===== config.mk =====
export PLATFORM = sky130hd
export DESIGN_NAME = touch_click_gesture_detector
export DESIGN_NICKNAME = d
export VERILOG_FILES = /design/src/tcgd_pkg.sv /design/src/touch_click_gesture_detector.sv /design/src/tcgd_front.sv /design/src/tcgd_events.sv
export SDC_FILE = /design/constraint.sdc
export NUM_CORES = 2
export LEC_CHECK = 0
export BUFFER_PORTS_ARGS = -buffer_cell sky130_fd_sc_hd__buf_2
export CAP_MARGIN = 20
export CORE_MARGIN = 3
export CORE_UTILIZATION = 45
export CTS_CLUSTER_SIZE = 8
export DETAILED_ROUTE_END_ITERATION = 8
export GPL_TIMING_DRIVEN = 0
export PLACE_DENSITY = 0.6
export SYNTH_ARGS = -nofsm -noshare
export SYNTH_HDL_FRONTEND = slang
export SYNTH_SLANG_ARGS = --single-unit

===== constraint.sdc =====
create_clock -name clock -period 12.15 [get_ports clock]
set_input_delay 0.6075 -clock clock [delete_from_list [all_inputs] [get_ports clock]]
set_output_delay 0.6075 -clock clock [all_outputs]
set_load 0.02 [all_outputs]

===== src/tcgd_pkg.sv =====
package tcgd_pkg;

   // result codes
   typedef enum logic [2:0] {
      EV_DOWN    = 3'd0,
      EV_TOUCH   = 3'd1,
      EV_UP      = 3'd2,
      EV_CLICK   = 3'd3,
      EV_NOTOUCH = 3'd4
   } event_kind_type;

   // register port
   localparam int unsigned CSR_INDEX_W = 2;
   localparam int unsigned CSR_DATA_W  = 16;
   localparam logic [CSR_INDEX_W-1:0] CSR_MAX_CLICK_MS      = 2'd0;
   localparam logic [CSR_INDEX_W-1:0] CSR_MOVE_THRESHOLD_PX = 2'd1;

   localparam logic [15:0] MAX_CLICK_MS_RESET      = 16'd300;
   localparam logic [9:0]  MOVE_THRESHOLD_PX_RESET = 10'd10;

   // squares stage contents handed from front end to event stage
   typedef struct packed {
      logic               release_item;
      logic               first_press;
      logic signed [15:0] x;
      logic signed [15:0] y;
      logic [33:0]        dx_sq;
      logic [33:0]        dy_sq;
      logic [19:0]        thr_sq;
      logic [31:0]        elapsed;
   } stage_type;

endpackage


===== src/touch_click_gesture_detector.sv =====
// touch click gesture detector
// req_ channel: one touch panel sample per item (action, pos_x, pos_y, time_ms),
// accepted at a clock edge with req_valid high and req_stall low
// rsp_ channel: one gesture event per item (event_kind, event_x, event_y,
// last_of_run); a press gives down+touch on first contact or touch alone,
// a release gives up, click when the tap was short and still, then no touch;
// a release while untouched gives nothing
// csr_ channel: register writes (0 max_click_ms, 1 move_threshold_px),
// always ready, write only while no item is in flight
// pipeline: input register, squares register, event burst register;
// the first event of an item shows on rsp_ once it has passed the squares register
// throughput: one item per cycle into the input register while req_stall is low; the
// burst register emits one event per cycle while rsp_stall is low, so an item holds the
// event stage until all of its events (one to three) are out and that sets the sustained rate
// rsp_stall freezes the head event; the stages behind it fill and then
// req_stall rises, nothing is dropped
// reset: synchronous, clears the pipeline and touch state, registers go to
// max_click_ms 300 and move_threshold_px 10
module touch_click_gesture_detector (
   input  logic                                clock,
   input  logic                                reset,
   // sample items
   input  logic                                req_valid,
   output logic                                req_stall,
   input  logic                                req_action,
   input  logic signed [15:0]                  req_pos_x,
   input  logic signed [15:0]                  req_pos_y,
   input  logic [31:0]                         req_time_ms,
   // event items
   output logic                                rsp_valid,
   input  logic                                rsp_stall,
   output logic [2:0]                          rsp_event_kind,
   output logic signed [15:0]                  rsp_event_x,
   output logic signed [15:0]                  rsp_event_y,
   output logic                                rsp_last_of_run,
   // register writes
   input  logic                                csr_valid,
   output logic                                csr_ready,
   input  logic [tcgd_pkg::CSR_INDEX_W-1:0]    csr_index,
   input  logic [tcgd_pkg::CSR_DATA_W-1:0]     csr_wdata
);

   logic [15:0] max_click_ms_ff;
   logic [9:0]  move_threshold_px_ff;
   logic        csr_fire;

   logic                stage_valid, stage_take;
   tcgd_pkg::stage_type stage_data;

   assign csr_ready = 1'b1;
   assign csr_fire  = csr_valid && csr_ready;

   // writes to unknown indexes are ignored
   always_ff @(posedge clock) begin
      if (reset) begin
         max_click_ms_ff      <= tcgd_pkg::MAX_CLICK_MS_RESET;
         move_threshold_px_ff <= tcgd_pkg::MOVE_THRESHOLD_PX_RESET;
      end else if (csr_fire) begin
         case (csr_index)
            tcgd_pkg::CSR_MAX_CLICK_MS: begin
               max_click_ms_ff <= csr_wdata;
            end
            tcgd_pkg::CSR_MOVE_THRESHOLD_PX: begin
               move_threshold_px_ff <= csr_wdata[9:0];
            end
            default: begin
            end
         endcase
      end
   end

   // input register, touch state, distance squares
   tcgd_front u_front (
      .clock             (clock),
      .reset             (reset),
      .req_valid         (req_valid),
      .req_stall         (req_stall),
      .req_action        (req_action),
      .req_pos_x         (req_pos_x),
      .req_pos_y         (req_pos_y),
      .req_time_ms       (req_time_ms),
      .move_threshold_px (move_threshold_px_ff),
      .stage_take        (stage_take),
      .stage_valid       (stage_valid),
      .stage_data        (stage_data)
   );

   // move flag, click decision, event burst output
   tcgd_events u_events (
      .clock           (clock),
      .reset           (reset),
      .stage_valid     (stage_valid),
      .stage_data      (stage_data),
      .stage_take      (stage_take),
      .max_click_ms    (max_click_ms_ff),
      .rsp_valid       (rsp_valid),
      .rsp_stall       (rsp_stall),
      .rsp_event_kind  (rsp_event_kind),
      .rsp_event_x     (rsp_event_x),
      .rsp_event_y     (rsp_event_y),
      .rsp_last_of_run (rsp_last_of_run)
   );

endmodule


===== src/tcgd_front.sv =====
module tcgd_front (
   input  logic                  clock,
   input  logic                  reset,
   input  logic                  req_valid,
   output logic                  req_stall,
   input  logic                  req_action,
   input  logic signed [15:0]    req_pos_x,
   input  logic signed [15:0]    req_pos_y,
   input  logic [31:0]           req_time_ms,
   input  logic [9:0]            move_threshold_px,
   input  logic                  stage_take,
   output logic                  stage_valid,
   output tcgd_pkg::stage_type   stage_data
);

   logic               in_valid_ff, in_valid_in;
   logic               in_action_ff;
   logic signed [15:0] in_x_ff, in_y_ff;
   logic [31:0]        in_time_ff;

   logic               touching_ff, touching_in;
   logic signed [15:0] start_x_ff, start_y_ff, recent_x_ff, recent_y_ff;
   logic [31:0]        press_time_ff;

   logic                s1_valid_ff, s1_valid_in;
   tcgd_pkg::stage_type s1_ff, s1_in;

   logic               s1_free, advance, req_fire;
   logic signed [15:0] base_x, base_y;
   logic signed [16:0] dx, dy;
   logic [16:0]        adx, ady;

   assign s1_free   = !s1_valid_ff || stage_take;
   assign advance   = in_valid_ff && s1_free;
   assign req_stall = in_valid_ff && !s1_free;
   assign req_fire  = req_valid && !req_stall;

   assign stage_valid = s1_valid_ff;
   assign stage_data  = s1_ff;

   // first press measures against itself
   assign base_x = touching_ff ? start_x_ff : in_x_ff;
   assign base_y = touching_ff ? start_y_ff : in_y_ff;
   assign dx  = {in_x_ff[15], in_x_ff} - {base_x[15], base_x};
   assign dy  = {in_y_ff[15], in_y_ff} - {base_y[15], base_y};
   assign adx = dx[16] ? 17'(-dx) : 17'(dx);
   assign ady = dy[16] ? 17'(-dy) : 17'(dy);

   always_comb begin
      s1_in.release_item = in_action_ff;
      s1_in.first_press  = !in_action_ff && !touching_ff;
      s1_in.x            = in_action_ff ? recent_x_ff : in_x_ff;
      s1_in.y            = in_action_ff ? recent_y_ff : in_y_ff;
      s1_in.dx_sq        = 34'(adx) * 34'(adx);
      s1_in.dy_sq        = 34'(ady) * 34'(ady);
      s1_in.thr_sq       = 20'(move_threshold_px) * 20'(move_threshold_px);
      s1_in.elapsed      = in_time_ff - press_time_ff;
   end

   always_comb begin
      in_valid_in = in_valid_ff;
      if (req_fire) begin
         in_valid_in = 1'b1;
      end else if (advance) begin
         in_valid_in = 1'b0;
      end
   end

   always_comb begin
      s1_valid_in = s1_valid_ff;
      touching_in = touching_ff;
      if (advance) begin
         // release while idle is dropped
         s1_valid_in = !in_action_ff || touching_ff;
         touching_in = !in_action_ff;
      end else if (stage_take) begin
         s1_valid_in = 1'b0;
      end
   end

   always_ff @(posedge clock) begin
      if (reset) begin
         in_valid_ff   <= 1'b0;
         s1_valid_ff   <= 1'b0;
         touching_ff   <= 1'b0;
         start_x_ff    <= '0;
         start_y_ff    <= '0;
         recent_x_ff   <= '0;
         recent_y_ff   <= '0;
         press_time_ff <= '0;
      end else begin
         in_valid_ff <= in_valid_in;
         s1_valid_ff <= s1_valid_in;
         touching_ff <= touching_in;
         if (advance && !in_action_ff) begin
            recent_x_ff <= in_x_ff;
            recent_y_ff <= in_y_ff;
            if (!touching_ff) begin
               start_x_ff    <= in_x_ff;
               start_y_ff    <= in_y_ff;
               press_time_ff <= in_time_ff;
            end
         end
      end
   end

   always_ff @(posedge clock) begin
      if (req_fire) begin
         in_action_ff <= req_action;
         in_x_ff      <= req_pos_x;
         in_y_ff      <= req_pos_y;
         in_time_ff   <= req_time_ms;
      end
      if (advance) begin
         s1_ff <= s1_in;
      end
   end

endmodule


===== src/tcgd_events.sv =====
module tcgd_events (
   input  logic                  clock,
   input  logic                  reset,
   input  logic                  stage_valid,
   input  tcgd_pkg::stage_type   stage_data,
   output logic                  stage_take,
   input  logic [15:0]           max_click_ms,
   output logic                  rsp_valid,
   input  logic                  rsp_stall,
   output logic [2:0]            rsp_event_kind,
   output logic signed [15:0]    rsp_event_x,
   output logic signed [15:0]    rsp_event_y,
   output logic                  rsp_last_of_run
);

   logic                     moved_ff, moved_in;
   logic [1:0]               cnt_ff, cnt_in;
   tcgd_pkg::event_kind_type kind_ff [3];
   tcgd_pkg::event_kind_type kind_in [3];
   tcgd_pkg::event_kind_type load_kind [3];
   logic [1:0]               load_cnt;
   logic signed [15:0]       ev_x_ff, ev_y_ff;

   logic        rsp_fire, load_ok, load, over, click;
   logic [34:0] dist_sq;

   assign rsp_fire   = rsp_valid && !rsp_stall;
   assign load_ok    = (cnt_ff == 2'd0) || (cnt_ff == 2'd1 && !rsp_stall);
   assign stage_take = load_ok;
   assign load       = stage_valid && load_ok;

   assign dist_sq = 35'(stage_data.dx_sq) + 35'(stage_data.dy_sq);
   assign over    = dist_sq > 35'(stage_data.thr_sq);
   assign click   = !moved_ff && (stage_data.elapsed <= 32'(max_click_ms));

   assign rsp_valid       = cnt_ff != 2'd0;
   assign rsp_event_kind  = 3'(kind_ff[0]);
   assign rsp_event_x     = ev_x_ff;
   assign rsp_event_y     = ev_y_ff;
   assign rsp_last_of_run = cnt_ff == 2'd1;

   // events for one item, head first
   always_comb begin
      load_kind[0] = tcgd_pkg::EV_TOUCH;
      load_kind[1] = tcgd_pkg::EV_TOUCH;
      load_kind[2] = tcgd_pkg::EV_NOTOUCH;
      load_cnt     = 2'd1;
      moved_in     = moved_ff;
      if (stage_data.release_item) begin
         load_kind[0] = tcgd_pkg::EV_UP;
         if (click) begin
            load_kind[1] = tcgd_pkg::EV_CLICK;
            load_cnt     = 2'd3;
         end else begin
            load_kind[1] = tcgd_pkg::EV_NOTOUCH;
            load_cnt     = 2'd2;
         end
      end else if (stage_data.first_press) begin
         load_kind[0] = tcgd_pkg::EV_DOWN;
         load_cnt     = 2'd2;
         moved_in     = over;
      end else begin
         moved_in     = moved_ff || over;
      end
   end

   always_comb begin
      kind_in = kind_ff;
      cnt_in  = cnt_ff;
      if (load) begin
         kind_in = load_kind;
         cnt_in  = load_cnt;
      end else if (rsp_fire) begin
         kind_in[0] = kind_ff[1];
         kind_in[1] = kind_ff[2];
         cnt_in     = cnt_ff - 2'd1;
      end
   end

   always_ff @(posedge clock) begin
      if (reset) begin
         cnt_ff   <= 2'd0;
         moved_ff <= 1'b0;
      end else begin
         cnt_ff <= cnt_in;
         if (load && !stage_data.release_item) begin
            moved_ff <= moved_in;
         end
      end
   end

   always_ff @(posedge clock) begin
      kind_ff <= kind_in;
      if (load) begin
         ev_x_ff <= stage_data.x;
         ev_y_ff <= stage_data.y;
      end
   end

endmodule


==> results.md <==
* Fin. max-slew vios at 0
* Most common cell after layout, fill and taps aside: inv_1
* Synth unique cells at 102
* Routability cong. at roughly 0.88
* GRT overflow at 0
* Slowest cell on the critical path: fa_1
* Register area share after synthesis at 0.269
* Setup crit end kind: register
* Crit path top cell by count: fa_1
* I/O Pins at between 100 and 150
* Final Cycle Share at 0.943
* Share of the synthesized area in the top cell type at 0.230
* Starting Density at 0.457
* Synthesis warning total at 0
* Crit-path max cell delay at around 0.58 ns
* CTS tree: yes
* Synthesized flop and latch total at around 380
* Hold Violations, Final at 0
* Post-DP HPWL at 70300 um
* IO buf count at approximately 130
* Clock buffer depth at 3
* Setup TNS at 0 ns
* Die W at 296 um
* TritonCTS Sinks at about 380
* Kind of critical path: register to register
* CP max FO at 10
* Nets at around 5000
* Post-Syn Instances at between 3000 and 4000
* Initial antenna violation count at 0
* Syn Area/Cell at a little under 10 um^2
* Total core area at 82800 um^2
* Hold Path Class: input port to register
* Setup repair bufs after CTS at 0
* Clock latency on the worst-skew pair at just over 0.6 ns
* CTS H-tree lvls at 2
* Critical Path AT at between 10 and 15 ns
* WL/cell at ~17 um
* Total GRT Usage at 0.204
* # fillers at just under 8000
* Via density at a little over 5
* Die Ht at 296 um
* Die ar. at between 80000 and 90000 um^2
* Clk slew on worst S/H paths at 0.05 ns
* Antenna Cells at 0
* CP required at 12.51 ns
* RSZ-0062 raised after global routing: no
* FP Rows at around 110
* Iter 0 DRT Violations at ~1500
* Root buf cell: clkbuf_16
* Area growth from synthesis to layout at 10.3%
* Vias in the first global route at 27100
* Pin count of the biggest net entering global routing at 123
* Cell taking the most area after synthesis: fa_1
* Post-synth EDFFs at between 200 and 300
* Slew Limit Headroom at 0.323
* Antenna Nets Post-Route at 0
* Most frequent cells in the layout: 692 x inv_1, 435 x fa_1, 398 x nand2_1, 386 x ha_1, 271 x nor2_1
* DR pass1 iterations at 5
* CP Launch Type: register
* Run status: finished, final reports clean
* Post-synth top flop: edfxtp_1
* Max Fclk at 0.0873 GHz
* Via count at approximately 27000
* Slew @ Worst Pin at 1.02 ns
* Worst Skew at 0.0277 ns
* TritonCTS Buffers at between 50 and 60
* Endpoints failing setup at 0
* DRC errors left at 0
* Fraction of registers with async set/reset at 0
* Fin crit period at approximately 11 ns
* Top post-synthesis cells by area: fa_1 23%, edfxtp_1 20%, ha_1 13%, inv_1 6.9%, dfxtp_1 6.8%
* Mapped Area at 37900 um^2
* Proportion of layout cells with a drive suffix above 1 at 0.0861
* Post-Route WL at between 80000 and 90000 um
* First-pass GRT wire length at between 100000 and 150000 um
* MaxCap Viol Count at 0
==> state kept, by name (all words and copies together), names as in the netlist, 2 cells and up <==
| signal | count |
|---|---|
| max_click_ms_ff | 16 |
| u_front.recent_y_ff | 16 |
| u_front.press_time_ff | 32 |
| u_front.start_x_ff | 16 |
| u_front.recent_x_ff | 16 |
| u_front.start_y_ff | 16 |
| u_front.in_y_ff | 16 |
| u_front.in_x_ff | 16 |
| move_threshold_px_ff | 10 |
| u_front.stage_data | 151 |
| u_events.rsp_event_x | 16 |
| u_events.cnt_ff | 2 |
| u_events.rsp_event_y | 16 |
| u_events.kind_ff | 3 |
| u_events.rsp_event_kind | 3 |
| u_front.in_time_ff | 32 |
==> critical path: cells and delay by family (launching register included) <==
kind	cells	cell delay, ns
flops	1	0.33
buf+inv	10	2.20
compound gates	14	3.53
fa+ha+maj	9	3.96
xor+xnor	2	0.25
simple gates	4	0.92
==> through the flow <==
step	worst slack, ns	util	hold WS (ns)	cell area (um^2)	cells
2_1_floorplan	2.42	-	0.400	37900	3903
3_3_place_gp	0.00538	0.482	0.402	39900	5098
3_5_place_dp	0.299	0.483	0.405	40000	5105
4_1_cts	0.232	0.504	0.127	41700	5205
5_1_grt	0.0292	0.504	0.136	41700	5206
6_report	0.698	0.504	0.173	41700	5206
==> timing repair <==
item / 4_1_cts / 5_1_grt
endpoints found under the setup margin: 0 / 9
hold buffers: 0 / 0
resized for setup: 0 / 17
==> per-layer routing <==
layer | part of all wire | routed length, um | GRT usage
met1 | 0.45 | 39100 | 0.276
met2 | 0.47 | 41400 | 0.344
met3 | 0.052 | 4530 | 0.0283
met4 | 0.026 | 2250 | 0.0572
met5 | 0 | 0 | 0
==> final timing paths <==
| check | from | endpoint | slack [ns] | depth (start not counted) |
|---|---|---|---|---|
| worst max-delay path | u_front.touching_ff | u_front.stage_data[83] | 0.70 | 39 |
| worst min-delay path | req_time_ms[26] | u_front.in_time_ff[26] | 0.17 | 1 |
| worst max register to register | u_front.touching_ff | u_front.stage_data[83] | 0.70 | 39 |
| worst min register to register | u_front.stage_data[136] | u_events.rsp_event_x[0] | 0.39 | 0 |
==> Yosys cell counts, drive strengths merged (29+ instances only) <==
master and count:
dfxtp 128, a21o 57, a21oi 234, mux2 33
o21ai 88, nand3 35, buf 31, inv 729
xor2 51, a211oi 47, and3 29, nor2 278
fa 435, edfxtp 254, mux2i 43, and2 43
nand2 404, clkbuf 69, xnor2 125, o21a 29
nor3 44, ha 386
==> layout make-up <==
cell class / instances / area, um^2 / share of cell area
multi-input combinational: 2690 / 24700 / 0.591
sequential: 382 / 10200 / 0.244
inverter: 731 / 2750 / 0.0660
clock buffer: 94 / 1560 / 0.0375
tap: 1070 / 1340 / 0.0321
timing repair buffer: 133 / 731 / 0.0175
buffer: 100 / 417 / 0.00998
clock inverter: 6 / 95.1 / 0.00228
==> cell families (layout without fill, tap and decap cells) <==
| kind of cell | Yosys count | after routing | synth area share |
|---|---|---|---|
| mux | 76 | 76 | 0.0213 |
| other cells | 2 | 25 | 0.000198 |
| flops | 382 | 382 | 0.269 |
| simple gates | 972 | 972 | 0.117 |
| fa+ha+maj | 821 | 821 | 0.358 |
| buf+inv | 831 | 1064 | 0.0834 |
| xor+xnor | 176 | 176 | 0.0424 |
| compound gates | 620 | 620 | 0.109 |
Power is not shown: default switching activity piles up to over one toggle a cycle in this logic, so the estimate is an artifact.
